[config.mk]
export PLATFORM = sky130hd
export DESIGN_NAME = psg_three_tone_noise_generator
export DESIGN_NICKNAME = d
export VERILOG_FILES = /design/src/design/psg_pkg.sv /design/src/design/psg_three_tone_noise_generator.sv
export SDC_FILE = /design/constraint.sdc
export NUM_CORES = 1
export LEC_CHECK = 0
export ABC_AREA = 1
export BUFFER_PORTS_ARGS = -buffer_cell sky130_fd_sc_hd__buf_2
export CORE_MARGIN = 5
export CORE_UTILIZATION = 30
export CTS_CLUSTER_SIZE = 8
export DETAILED_ROUTE_END_ITERATION = 8
export HOLD_SLACK_MARGIN = 0.15
export SETUP_SLACK_MARGIN = 0.5
export SYNTH_ARGS = -nofsm -noshare
export SYNTH_HDL_FRONTEND = slang
export SYNTH_SLANG_ARGS = --single-unit
[constraint.sdc]
create_clock -name clk -period 8.92 [get_ports clk]
set_input_delay 0.892 -clock clk [delete_from_list [all_inputs] [get_ports clk]]
set_output_delay 0.892 -clock clk [all_outputs]
set_load 0.05 [all_outputs]
[src/design/psg_pkg.sv]
// shared types, codes and volume table of the sound generator
package psg_pkg;

    localparam int PERIOD_W = 10;
    localparam int COUNT_W  = 18;
    localparam int PHASE_W  = 18;
    localparam int STEP_W   = 12;
    localparam int BASE_W   = 18;
    localparam int LFSR_W   = 16;
    localparam int ATT_W    = 4;
    localparam int SAMPLE_W = 16;
    localparam int CFG_W    = 18;
    localparam int NUM_TONES = 3;

    typedef logic [PERIOD_W-1:0] period_t;
    typedef logic signed [COUNT_W-1:0] count_t;
    typedef logic [ATT_W-1:0] att_t;

    // configuration register indexes
    localparam logic CFG_TONE_STEP  = 1'b0;
    localparam logic CFG_NOISE_BASE = 1'b1;

    // item kinds
    localparam logic MODE_CMD  = 1'b0;
    localparam logic MODE_TICK = 1'b1;

    // command byte high nibbles
    localparam logic [3:0] CMD_LATCH_T1 = 4'h8;
    localparam logic [3:0] CMD_ATT_T1   = 4'h9;
    localparam logic [3:0] CMD_LATCH_T2 = 4'hA;
    localparam logic [3:0] CMD_ATT_T2   = 4'hB;
    localparam logic [3:0] CMD_LATCH_T3 = 4'hC;
    localparam logic [3:0] CMD_ATT_T3   = 4'hD;
    localparam logic [3:0] CMD_NOISE    = 4'hE;
    localparam logic [3:0] CMD_ATT_N    = 4'hF;

    // pending channel codes
    localparam logic [1:0] CH_NONE = 2'd0;
    localparam logic [1:0] CH_T1   = 2'd1;
    localparam logic [1:0] CH_T2   = 2'd2;
    localparam logic [1:0] CH_T3   = 2'd3;

    localparam logic [1:0] RATE_TONE3 = 2'd3;

    localparam logic [STEP_W-1:0] TONE_STEP_RESET  = 12'd5;
    localparam logic [BASE_W-1:0] NOISE_BASE_RESET = 18'd23777;
    localparam logic [LFSR_W-1:0] LFSR_RESET       = 16'h8000;
    localparam att_t              ATT_SILENT       = 4'hF;

    localparam logic [PHASE_W:0]   PHASE_ONE = 19'h10000;
    localparam logic [PHASE_W:0]   PHASE_MAX = 19'h3FFFF;
    localparam logic signed [19:0] COUNT_MIN = -20'sd131072;

    // 2 dB per step, unsigned q0.15, code 15 silent
    function automatic logic [14:0] vol_q15(input att_t code);
        logic [14:0] v;
        case (code)
            4'd0:    v = 15'd32767;
            4'd1:    v = 15'd26028;
            4'd2:    v = 15'd20675;
            4'd3:    v = 15'd16422;
            4'd4:    v = 15'd13045;
            4'd5:    v = 15'd10362;
            4'd6:    v = 15'd8231;
            4'd7:    v = 15'd6538;
            4'd8:    v = 15'd5193;
            4'd9:    v = 15'd4125;
            4'd10:   v = 15'd3277;
            4'd11:   v = 15'd2603;
            4'd12:   v = 15'd2067;
            4'd13:   v = 15'd1642;
            4'd14:   v = 15'd1304;
            default: v = 15'd0;
        endcase
        return v;
    endfunction

endpackage

[src/design/psg_three_tone_noise_generator.sv]
// three tone plus noise sound generator with valid/stall channels
// Each beat is a command byte (mode 0, no sample out) or a tick (mode 1,
// one signed q1.15 sample out). One beat is accepted every clock unless
// in_stall is high; the input register feeds the tone, noise and mixing
// logic that loads a tick's sample into the sample register.
// A stalled sample holds the input register, which in turn
// stalls the input only when a tick is waiting behind the held sample.
// Configuration writes are taken at any time but are meant for idle.
module psg_three_tone_noise_generator
(
    input  logic                          clk,
    input  logic                          rst_n,
    input  logic                          cfg_we,
    input  logic                          cfg_index,
    input  logic [psg_pkg::CFG_W-1:0]     cfg_wdata,
    input  logic                          in_valid,
    output logic                          in_stall,
    input  logic                          mode,
    input  logic [7:0]                    cmd_byte,
    output logic                          out_valid,
    input  logic                          out_stall,
    output logic signed [psg_pkg::SAMPLE_W-1:0] sample
);
    import psg_pkg::*;

    logic [STEP_W-1:0] tone_step_reg;
    logic [BASE_W-1:0] noise_base_reg;

    logic       s1_valid_reg;
    logic       s1_mode_reg;
    logic [7:0] s1_byte_reg;

    logic                 out_valid_reg;
    logic signed [SAMPLE_W-1:0] sample_reg;
    logic signed [SAMPLE_W-1:0] sample_next;

    period_t     period_latch_reg, period_latch_next;
    logic [1:0]  pending_reg, pending_next;
    period_t     tone_period_reg [NUM_TONES];
    period_t     tone_period_next [NUM_TONES];
    count_t      tone_count_reg [NUM_TONES];
    count_t      tone_count_next [NUM_TONES];
    logic [NUM_TONES-1:0] tone_pol_reg, tone_pol_next;
    att_t        att_reg [NUM_TONES+1];
    att_t        att_next [NUM_TONES+1];
    logic        noise_white_reg, noise_white_next;
    logic [1:0]  noise_rate_reg, noise_rate_next;
    logic [PHASE_W-1:0] phase_reg, phase_next;
    logic [LFSR_W-1:0]  lfsr_reg, lfsr_next;
    logic        noise_pol_reg, noise_pol_next;

    logic out_free;
    logic s1_adv;
    logic in_accept;

    assign out_free  = !out_valid_reg || !out_stall;
    // a command never needs the sample register
    assign s1_adv    = s1_valid_reg && (out_free || (s1_mode_reg == MODE_CMD));
    assign in_stall  = s1_valid_reg && !s1_adv;
    assign in_accept = in_valid && !in_stall;
    assign out_valid = out_valid_reg;
    assign sample    = sample_reg;

    always_ff @(posedge clk or negedge rst_n)
    begin
        if (!rst_n)
        begin
            tone_step_reg  <= TONE_STEP_RESET;
            noise_base_reg <= NOISE_BASE_RESET;
        end
        else if (cfg_we)
        begin
            unique case (cfg_index)
                CFG_TONE_STEP:  tone_step_reg  <= cfg_wdata[STEP_W-1:0];
                CFG_NOISE_BASE: noise_base_reg <= cfg_wdata[BASE_W-1:0];
                default:        tone_step_reg  <= tone_step_reg;
            endcase
        end
    end

    always_ff @(posedge clk or negedge rst_n)
    begin
        if (!rst_n)
        begin
            s1_valid_reg <= 1'b0;
        end
        else if (in_accept || s1_adv)
        begin
            s1_valid_reg <= in_accept;
        end
    end

    always_ff @(posedge clk)
    begin
        if (in_accept)
        begin
            s1_mode_reg <= mode;
            s1_byte_reg <= cmd_byte;
        end
    end

    always_comb
    begin
        logic signed [19:0] c;
        logic [NUM_TONES-1:0] flip;
        logic [BASE_W-1:0] inc;
        logic [PHASE_W:0]  p;
        logic noise_adv;
        logic fb;
        logic signed [SAMPLE_W-1:0] acc;
        logic signed [SAMPLE_W-1:0] term;
        logic [14:0] lvl;
        logic pos;

        period_latch_next = period_latch_reg;
        pending_next      = pending_reg;
        tone_period_next  = tone_period_reg;
        tone_count_next   = tone_count_reg;
        tone_pol_next     = tone_pol_reg;
        att_next          = att_reg;
        noise_white_next  = noise_white_reg;
        noise_rate_next   = noise_rate_reg;
        phase_next        = phase_reg;
        lfsr_next         = lfsr_reg;
        noise_pol_next    = noise_pol_reg;
        flip              = '0;
        inc               = '0;
        p                 = '0;
        noise_adv         = 1'b0;
        fb                = 1'b0;
        c                 = '0;

        if (s1_mode_reg == MODE_CMD)
        begin
            unique case (s1_byte_reg[7:4])
                CMD_LATCH_T1:
                begin
                    period_latch_next = {6'd0, s1_byte_reg[3:0]};
                    pending_next      = CH_T1;
                end
                CMD_LATCH_T2:
                begin
                    period_latch_next = {6'd0, s1_byte_reg[3:0]};
                    pending_next      = CH_T2;
                end
                CMD_LATCH_T3:
                begin
                    period_latch_next = {6'd0, s1_byte_reg[3:0]};
                    pending_next      = CH_T3;
                end
                CMD_ATT_T1: att_next[0] = s1_byte_reg[3:0];
                CMD_ATT_T2: att_next[1] = s1_byte_reg[3:0];
                CMD_ATT_T3: att_next[2] = s1_byte_reg[3:0];
                CMD_ATT_N:  att_next[3] = s1_byte_reg[3:0];
                CMD_NOISE:
                begin
                    noise_white_next = s1_byte_reg[2];
                    noise_rate_next  = s1_byte_reg[1:0];
                end
                default:
                begin
                    // second byte: or in the high six bits
                    period_latch_next = period_latch_reg | {s1_byte_reg[5:0], 4'd0};
                    if (pending_reg != CH_NONE)
                    begin
                        tone_period_next[pending_reg - 2'd1] = period_latch_next;
                    end
                    pending_next = CH_NONE;
                end
            endcase
        end
        else
        begin
            for (int k = 0; k < NUM_TONES; k++)
            begin
                c = 20'(tone_count_reg[k]) - $signed({8'd0, tone_step_reg});
                if (c <= 20'sd0)
                begin
                    c = c + $signed({10'd0, tone_period_reg[k]});
                    flip[k] = 1'b1;
                    tone_pol_next[k] = !tone_pol_reg[k];
                end
                if (c < COUNT_MIN)
                begin
                    c = COUNT_MIN;
                end
                tone_count_next[k] = c[COUNT_W-1:0];
            end

            if (noise_rate_reg == RATE_TONE3)
            begin
                noise_adv = flip[2];
            end
            else
            begin
                inc = noise_base_reg >> ({1'b0, noise_rate_reg} + 3'd1);
                p   = {1'b0, phase_reg} + {1'b0, inc};
                if (p >= PHASE_ONE)
                begin
                    p = p - PHASE_ONE;
                    noise_adv = 1'b1;
                end
                if (p > PHASE_MAX)
                begin
                    p = PHASE_MAX;
                end
                phase_next = p[PHASE_W-1:0];
            end

            if (noise_adv)
            begin
                fb = noise_white_reg ? (lfsr_reg[0] ^ lfsr_reg[3]) : lfsr_reg[0];
                noise_pol_next = lfsr_reg[0];
                lfsr_next = {fb, lfsr_reg[LFSR_W-1:1]};
            end
        end

        // mix with polarities after this tick
        acc = '0;
        for (int k = 0; k <= NUM_TONES; k++)
        begin
            lvl  = vol_q15(att_reg[k]);
            term = $signed({3'd0, lvl[14:2]});
            pos  = (k < NUM_TONES) ? tone_pol_next[k] : noise_pol_next;
            acc  = pos ? (acc + term) : (acc - term);
        end
        sample_next = acc;
    end

    always_ff @(posedge clk or negedge rst_n)
    begin
        if (!rst_n)
        begin
            period_latch_reg <= '0;
            pending_reg      <= CH_NONE;
            for (int k = 0; k < NUM_TONES; k++)
            begin
                tone_period_reg[k] <= '0;
                tone_count_reg[k]  <= '0;
            end
            tone_pol_reg <= '1;
            for (int k = 0; k <= NUM_TONES; k++)
            begin
                att_reg[k] <= ATT_SILENT;
            end
            noise_white_reg <= 1'b0;
            noise_rate_reg  <= 2'd0;
            phase_reg       <= '0;
            lfsr_reg        <= LFSR_RESET;
            noise_pol_reg   <= 1'b1;
        end
        else if (s1_adv)
        begin
            period_latch_reg <= period_latch_next;
            pending_reg      <= pending_next;
            tone_period_reg  <= tone_period_next;
            tone_count_reg   <= tone_count_next;
            tone_pol_reg     <= tone_pol_next;
            att_reg          <= att_next;
            noise_white_reg  <= noise_white_next;
            noise_rate_reg   <= noise_rate_next;
            phase_reg        <= phase_next;
            lfsr_reg         <= lfsr_next;
            noise_pol_reg    <= noise_pol_next;
        end
    end

    always_ff @(posedge clk or negedge rst_n)
    begin
        if (!rst_n)
        begin
            out_valid_reg <= 1'b0;
        end
        else if (out_free)
        begin
            out_valid_reg <= s1_adv && (s1_mode_reg == MODE_TICK);
        end
    end

    always_ff @(posedge clk)
    begin
        if (out_free && s1_adv && (s1_mode_reg == MODE_TICK))
        begin
            sample_reg <= sample_next;
        end
    end

endmodule

==> flow_summary_export.csv, run 1 <==
group,metric,value,unit
synthesis,synthTopCellsByArea,"dfrtp_1 (21%), nand2_1 (13%), ha_1 (10%)",
synthesis,synth_edf_count,25,
synthesis,synth.avg_cell_area,6.91,um^2
clock_network,post_cts_buffers,0,
setup_path,critical_path_class,"reg -> reg",
route,via_per_inst,4.70,
global_routing,grtUsageTotal,14.1,%
synthesis,synthXorXnorAreaFrac,6.24,%
global_routing,overflow,0,
global_routing,antenna_found_initial,5,
finish,drive_above_1_share,8.55,%
floorplan,fp-row-count,91,
placed_design,globalplace.congestion,0.882,
synthesis,synth.yosys.seq_area_share,28.9,%
finish,largest_reg_flops,54,
global_routing,grt_max_degree,84,
sta,slew_headroom,32.3,%
clock_network,cts_sinks,209,
route,drt_iter0_drc,1228,
clock_network,cts_tree,"done",
sta,fin_crit,7.73,ns
synthesis,synth_most_common_cell,"nand2_1",
setup_path,crit_path_end_kind,"register",
route,first_pass_iters,5,
synthesis,synth_top_area_share,20.7,%
floorplan,initial_core_util,30.2,%
sta,rsz0062_at_grt,"no",
clock_network,cts.path.max_buffers,3,
setup_path,required,9.24,ns
sta,fin_setup_tns,0,ns
global_routing,grt_pass1_vias,15900,
sta,hold_violations,0,
floorplan,die_y,259,um
setup_path,max_stage_delay,0.53,ns
synthesis,ys_types,60,
setup_path,path_common_cell,"nand2_1",
placed_design,dp_hpwl,38000,um
global_routing,grt_pass1_wl,80300,um
sta,setup_viol_count_final,0,
synthesis,synth_common_cells,"nand2_1 (666), inv_1 (410), o21ai_0 (221), nor2_1 (213), a21oi_1 (165)",
floorplan,dieArea,67200,um^2
sta,fin_skew,0.0376,ns
floorplan,num_io_pins,51,
clock_network,root_buffer,"clkbuf_16",
synthesis,synth_compound_area_share,15.3,%
synthesis,synth_seq_cells,209,
setup_path,cp_top_family,"simple AND/OR/NAND/NOR gates",
synthesis,synth_nets,2895,
setup_path,crit_arrival,8.05,ns
clock_network,clkSlewWorstSetupHoldPaths,0.06,ns
route,antenna_left,0,
finish,area_delta_synth_final,10.6,%
synthesis,synth-simple-area-share,26.9,%
synthesis,synth-adder-area-share,11.5,%
route,vias,16900,
sta,fin_hold_ws,0.359,ns
clock_network,htreeDepth,1,
setup_path,startpoint_type,"register",
setup_path,path_buf_inv,6,
route,wl_per_cell,13.5,um
synthesis,synth_area,18600,um^2
sta,clock.fmax,129,MHz
synthesis,synth_top_family_by_area,"simple AND/OR/NAND/NOR gates",
placed_design,io_buffer_count,50,
synthesis,yosys_warnings,0,
floorplan,coreArea,61600,um^2
sta,slew_viol_final,0,
synthesis,yosys_most_used_dff,"dfrtp_1",
sta,tightest_slew,1.01,ns
setup_path,critPathMaxFanout,11,
finish,n_antenna_cell,0,
synthesis,synth_top_cell_by_area,"dfrtp_1",
route,drc,0,
clock_network,ctsHoldBuffers,0,
finish,nNetsFinal,2923,
route,routed_wl,48500,um
synthesis,async_reset_ff_share,88.0,%
synthesis,syn-instance-count,2696,
clock_network,clk_latency,0.59,ns
sta,period_share,86.7,%
clock_network,numCtsBuffers,30,
synthesis,yosys-mux-area-fraction,0.893,%
setup_path,cpMaxStageDelayCell,"dfstp_2",
run,timing.max_cap.violations,0,
outcome,status,"completed",
floorplan,chipWidth,259,um
min_path,hold_class,"in -> async",
[layout make-up]
type / instances / area, um^2
clock buffers: 54 / 841
clock inverters: 2 / 35.0
fillers: 6652 / 41000
inverters: 427 / 1600
multi-input cells: 1999 / 11400
flip-flops and latches: 209 / 5390
well taps: 837 / 1050
repair buffers: 57 / 312
[per-layer routing]
metal,wire length [um],GRT usage (%),vias to the layer above
li1,-,-,8805
met3,2060,1.52,55
met1,23800,20.1,7665
met2,21800,23.3,328
met5,12,0,-
met4,918,3.16,2
[worst register-to-register path, delay by kind of cell (launching register included)]
family / cells / cell delay (ns)
AOI/OAI and AO/OA: 10 / 1.45
xor gates and xnor gates: 2 / 0.24
adders and majority gates: 4 / 1.55
buffers and inverters: 6 / 0.51
DFF: 1 / 0.53
and+or+nand+nor: 27 / 3.18
[cell usage in the layout (no fill, tap or decap), types with 28 or more instances in the layout]
master,count
nand2_1,664
inv_1,409
o21ai_0,221
nor2_1,212
a21oi_1,165
ha_1,156
dfrtp_1,154
nand3_1,137
xor2_1,90
buf_2,49
xnor2_1,41
nor3_1,37
nand4_1,32
dfstp_2,30
clkbuf_16,30
nand2_2,28
[repair_timing]
item                                    in CTS  in global routing
endpoints found under the hold margin        0                  0
gates resized for setup                      0                  4
endpoints found under the setup margin       0                  1
[metrics by stage]
stage	utilization [%]	instances	cell area [um^2]	worst slack, ns
finish	33.5	3585	20600	1.19
global route	33.5	3585	20600	0.443
CTS	33.4	3585	20600	0.998
detailed placement	32.0	3529	19700	1.05
global placement	32.0	3529	19700	1.20
floorplan	-	2696	18600	2.22
[worst paths after layout]
kind | startpoint | to | slack (ns) | cells past startpoint
min reg2reg | noise_pol_reg | noise_pol_reg | 0.47 | 2
max in group asynchronous | rst_n | tone_count_reg[11] | 6.68 | 3
min in group clk | noise_pol_reg | noise_pol_reg | 0.47 | 2
max | tone_step_reg[2] | sample[15] | 1.19 | 49
max reg2reg | tone_step_reg[2] | sample[15] | 1.19 | 49
min | rst_n | lfsr_reg[9] | 0.36 | 1
[kinds of logic (layout without fill, tap and decap cells)]
family,after synthesis,count (layout)
AND/OR/NAND/NOR,1176,1176
multiplexers,16,16
XOR/XNOR,132,132
buffers and inverters,488,540
adder cells (fa/ha/maj),166,166
AO/OA/AOI/OAI,509,509
flip-flops,209,209
Power of run 1 is left out: the tool's default activity adds up to more than one toggle a clock period on the data nets, which glitch-free logic cannot reach.
==> run 2, diff against run 1 <==
--- a/config.mk
+++ b/config.mk
@@ -7,12 +7,13 @@
 export LEC_CHECK = 0
 export ABC_AREA = 1
 export BUFFER_PORTS_ARGS = -buffer_cell sky130_fd_sc_hd__buf_2
-export CORE_MARGIN = 5
-export CORE_UTILIZATION = 30
+export CORE_UTILIZATION = 65
 export CTS_CLUSTER_SIZE = 8
 export DETAILED_ROUTE_END_ITERATION = 8
 export HOLD_SLACK_MARGIN = 0.15
+export PLACE_DENSITY = 0.83
 export SETUP_SLACK_MARGIN = 0.5
+export SLEW_MARGIN = 20
 export SYNTH_ARGS = -nofsm -noshare
 export SYNTH_HDL_FRONTEND = slang
 export SYNTH_SLANG_ARGS = --single-unit
==> run 2 against run 1 <==
- hold slack improved by 0.11 ns
- die area is 56% lower
- setup slack got worse by 0.040 ns
- clock skew is 0.019 ns lower
- fmax fell by 0.51%
- core utilization grew 39 points
- via count up 5.8%
- non-clock buffer count up 7
- routed wire length up 4.8%
- global-route usage rose by 21 points
- design area decreased by 2.1%
- critical endpoint unchanged
- largest cell class unchanged
==> flow_summary_export.csv, run 2 (synthesized netlist as in run 1, its figures left out) <==
group,metric,value,unit
global_routing,grtUsageTotal,34.8,%
finish,largest_reg_flops,54,
finish,multi_input_comb_area,11400,um^2
setup_path,cp_top_family,"simple AND/OR/NAND/NOR gates",
setup_path,required,9.25,ns
setup_path,reg2reg_depth,47,
setup_path,path_buf_inv,6,
outcome,status,"completed",
floorplan,fp-row-count,61,
sta,slew_headroom,28.9,%
sta,clock.fmax,129,MHz
route,first_pass_iters,6,
finish,n_antenna_cell,0,
clock_network,clk_latency,0.58,ns
global_routing,grt_pass1_vias,16500,
sta,tightest_slew,1.06,ns
route,via_per_inst,5.69,
setup_path,critical_path_class,"reg -> reg",
setup_path,startpoint_type,"register",
run,timing.max_cap.violations,0,
finish,final_area,20200,um^2
finish,final_cell_mix,"nand2_1 (664), inv_1 (409), o21ai_0 (220), nor2_1 (211), a21oi_1 (165)",
clock_network,cts_sinks,209,
global_routing,grt_max_degree,120,
sta,hold_violations,0,
floorplan,coreArea,28000,um^2
sta,fin_setup_tns,0,ns
floorplan,dieArea,29300,um^2
placed_design,io_buffer_count,50,
clock_network,root_buffer,"clkbuf_16",
route,antenna_left,0,
setup_path,max_stage_delay,0.52,ns
sta,setup_viol_count_final,0,
clock_network,htreeDepth,1,
sta,fin_ws,1.15,ns
route,drt_iter0_drc,1683,
finish,final_common_cell,"nand2_1",
global_routing,antenna_found_initial,0,
setup_path,crit_path_end_kind,"register",
clock_network,cts.path.max_buffers,3,
global_routing,overflow,0,
finish,final_core_util,72.0,%
setup_path,crit_arrival,8.10,ns
route,drc,0,
setup_path,worst_r2r_endpoint,"sample[15]",
floorplan,initial_core_util,66.5,%
finish,seqCellArea,5390,um^2
setup_path,cpMaxStageDelayCell,"dfstp_2",
floorplan,num_io_pins,51,
sta,slew_viol_final,0,
min_path,min_path_cells,2,
sta,period_share,87.1,%
route,vias,17800,
global_routing,grt_pass1_wl,81200,um
clock_network,numCtsBuffers,31,
finish,drive_above_1_share,9.10,%
placed_design,place_area,19100,um^2
finish,area_delta_synth_final,8.26,%
setup_path,worstReg2RegStart,"tone_step_reg[2]",
setup_path,critPathMaxFanout,8,
min_path,hold_start,"noise_pol_reg",
finish,nNetsFinal,2932,
placed_design,globalplace.congestion,0.986,
min_path,hold_end,"noise_pol_reg",
placed_design,dp_hpwl,38600,um
floorplan,chipWidth,171,um
route,routed_wl,50900,um
setup_path,rrSetupSlack,1.15,ns
clock_network,cts_tree,"done",
sta,fin_skew,0.0186,ns
min_path,hold_class,"reg -> reg",
clock_network,ctsHoldBuffers,0,
placed_design,pre_cts_slack,1.01,ns
route,wl_per_cell,16.2,um
clock_network,clkSlewWorstSetupHoldPaths,0.06,ns
floorplan,die_y,171,um
finish,fillers,2368,
sta,fin_crit,7.77,ns
sta,rsz0062_at_grt,"no",
[run 2: changes by cell type in the layout (fill, tap and decap cells not counted), sizes merged]
cell      change
clkinv        -1
nand2         +1
clkinvlp      +1
buf           +7
inv           +1
[run 2: worst register-to-register path, delay by kind of cell (launching register included)]
family          cells  cell delay, ns
compound gates     10            1.51
xor+xnor            2            0.23
fa+ha+maj           4            1.56
buf+inv             6            0.51
flops               1            0.52
simple gates       25            3.17
[run 2: area by class of cell]
cell class	count	area share [%]
Clock buffer	54	4.42
Clock inverter	3	0.161
Inverter	427	7.95
Multi-Input combinational cell	2000	56.6
Sequential cell	209	26.7
Tap cell	378	2.34
Timing Repair Buffer	64	1.80
[run 2: worst max path at each step]
stage | from | to | slack (ns) | cells after the start
finish | tone_step_reg[2] | sample[15] | 1.15 | 47
global route | tone_step_reg[0] | sample[15] | 0.42 | 48
CTS | tone_step_reg[0] | sample[15] | 0.98 | 46
detailed placement | tone_step_reg[0] | sample[15] | 1.01 | 46
global placement | tone_step_reg[2] | sample[15] | 1.28 | 46
floorplan | tone_step_reg[2] | sample[15] | 2.22 | 49
[run 2: metal layers]
metal	share of wire (%)	GRT usage (%)	vias to the layer above
met1	45	49.3	8272
li1	-	-	8850
met5	0	0	-
met2	45	56.1	633
met4	2.3	8.35	0
met3	8.1	4.88	84
[run 2: repair_timing]
action | in CTS | in global routing
gates resized for setup | 0 | 10
setup buffers | 0 | 11
setup endpoints to repair | 0 | 2
[run 2: per-stage QoR]
step,hold slack [ns],cells
2_1_floorplan,0.449,2696
3_3_place_gp,0.460,3066
3_5_place_dp,0.469,3066
4_1_cts,0.477,3123
5_1_grt,0.487,3135
6_report,0.473,3135
Power of run 2 is left out for the same reason.
==> run 3, diff against run 2 <==
--- a/config.mk
+++ b/config.mk
@@ -6,12 +6,13 @@
 export NUM_CORES = 1
 export LEC_CHECK = 0
 export ABC_AREA = 1
-export BUFFER_PORTS_ARGS = -buffer_cell sky130_fd_sc_hd__buf_2
+export CORE_ASPECT_RATIO = 0.9
 export CORE_UTILIZATION = 65
 export CTS_CLUSTER_SIZE = 8
 export DETAILED_ROUTE_END_ITERATION = 8
+export DONT_BUFFER_PORTS = 1
 export HOLD_SLACK_MARGIN = 0.15
-export PLACE_DENSITY = 0.83
+export PLACE_DENSITY = 0.81
 export SETUP_SLACK_MARGIN = 0.5
 export SLEW_MARGIN = 20
 export SYNTH_ARGS = -nofsm -noshare
==> constraint.sdc (replaced) <==
create_clock -name clk -period 7.6 [get_ports clk]
set_input_delay 0.76 -clock clk [delete_from_list [all_inputs] [get_ports clk]]
set_output_delay 0.76 -clock clk [all_outputs]
set_load 0.05 [all_outputs]
==> run 3 against run 2 <==
- register-to-register slack got worse by 0.65 ns
- core utilization up 1.9 points
- flip-flop and latch count unchanged
- clock skew barely moved
- critical path depth shrank 1
- sequential share of layout area is 0.73 points lower
- global-route usage fell by 2.4 points
- first-iteration DRC count decreased by 14%
- critical path type unchanged
- critical endpoint unchanged
- largest cell class unchanged
==> flow_summary_export.csv, run 3 (synthesized netlist as in run 1, its figures left out) <==
group,metric,value,unit
finish,largest_reg_flops,54,
clock_network,cts_tree,"done",
setup_path,worstReg2RegStart,"tone_step_reg[2]",
floorplan,num_io_pins,51,
setup_path,max_stage_delay,0.55,ns
run,timing.max_cap.violations,0,
sta,clock.fmax,141,MHz
finish,final_common_cell,"nand2_1",
setup_path,critical_path_class,"reg -> reg",
clock_network,cts.path.max_buffers,3,
setup_path,startpoint_type,"register",
placed_design,io_buffer_count,0,
global_routing,antenna_found_initial,3,
sta,fin_setup_tns,0,ns
sta,hold_violations,0,
floorplan,die_y,163,um
global_routing,grt_max_degree,185,
sta,fin_crit,7.10,ns
clock_network,numCtsBuffers,30,
route,drc,0,
sta,fin_skew,0.0183,ns
setup_path,rrSetupSlack,0.50,ns
setup_path,reg2reg_depth,46,
clock_network,root_buffer,"clkbuf_16",
outcome,status,"completed",
sta,slew_viol_final,0,
clock_network,clkSlewWorstSetupHoldPaths,0.07,ns
sta,tightest_slew,1.01,ns
route,vias,17800,
clock_network,clk_latency,0.57,ns
route,first_pass_iters,7,
floorplan,dieArea,29300,um^2
sta,rsz0062_at_grt,"yes",
setup_path,worst_r2r_endpoint,"sample[15]",
setup_path,crit_arrival,7.43,ns
sta,setup_viol_count_final,0,
setup_path,critPathMaxFanout,8,
route,routed_wl,49400,um
placed_design,globalplace.congestion,0.965,
route,via_per_inst,5.73,
global_routing,grtUsageTotal,32.4,%
global_routing,grt_pass1_vias,16200,
placed_design,dp_hpwl,35900,um
setup_path,crit_path_end_kind,"register",
clock_network,cts_sinks,209,
global_routing,grt_pass1_wl,78000,um
floorplan,fp-row-count,58,
sta,period_share,93.5,%
min_path,hold_class,"in -> async",
route,drt_iter0_drc,1442,
finish,nNetsFinal,2914,
finish,drive_above_1_share,13.1,%
floorplan,chipWidth,180,um
route,antenna_left,0,
global_routing,overflow,0,
sta,slew_headroom,32.5,%
floorplan,coreArea,28100,um^2
finish,final_cell_mix,"nand2_1 (636), inv_1 (391), o21ai_0 (212), nor2_1 (203), dfrtp_1 (152)",
setup_path,path_common_cell,"nand3_1",
floorplan,initial_core_util,66.3,%
route,wl_per_cell,15.9,um
setup_path,required,7.93,ns
clock_network,htreeDepth,1,
finish,area_delta_synth_final,11.3,%
setup_path,cpMaxStageDelayCell,"dfstp_2",
run 3: cell type report:
class | count | area, um^2
Antenna cell | 4 | 10.0
Inverter | 427 | 1620
Clock inverter | 1 | 5.00
Tap cell | 360 | 450
Multi-Input combinational cell | 1999 | 12000
Fill cell | 2191 | 7340
Sequential cell | 209 | 5400
Clock buffer | 55 | 866
Timing Repair Buffer | 48 | 384
run 3: timing repair:
item                                    4_1_cts  5_1_grt
gates cloned                                  0        0
hold endpoints to repair                    184        0
pin swaps                                    10       58
setup buffers                                 6       32
resized for setup                            28      140
endpoints found under the setup margin        2        6
hold buffers                                  1        0
run 3: per-layer routing:
layer  global-route usage (%)  share of wire, %  vias up
met5                        0                 0        -
met4                     10.3               3.3        0
met3                     4.25               6.2      108
met2                     53.8                46      576
met1                     44.1                44     8310
li1                         -                 -     8801
run 3: worst max-delay path by stage:
stage	startpoint	end	slack (ns)
floorplan	tone_step_reg[2]	sample[15]	0.90
finish	tone_step_reg[2]	sample[15]	0.50
global placement	tone_step_reg[0]	sample[15]	0.37
detailed placement	tone_step_reg[2]	sample[15]	0.16
CTS	tone_step_reg[0]	sample[15]	0.50
global route	tone_step_reg[1]	sample[15]	0.19
run 3: metrics by stage:
step / instances / hold WS [ns] / util [%] / cell area, um^2 / setup slack (ns)
after CTS: 3067 / 0.281 / 70.9 / 19900 / 0.502
after floorplan: 2696 / 0.449 / - / 18600 / 0.899
final: 3103 / 0.179 / 73.9 / 20700 / 0.496
after global routing: 3102 / 0.278 / 73.9 / 20700 / 0.191
after detailed placement: 3004 / 0.470 / 67.2 / 18900 / 0.161
after global placement: 3004 / 0.461 / 67.2 / 18900 / 0.370
run 3: worst max-delay path, delay by kind of cell, from the launching register on:
kind,cells,cell delay [ns]
compound gates,10,1.44
xor+xnor,2,0.35
fa+ha+maj,4,1.26
buf+inv,5,0.36
flops,1,0.55
simple gates,25,2.89
Power of run 3 is left out for the same reason.
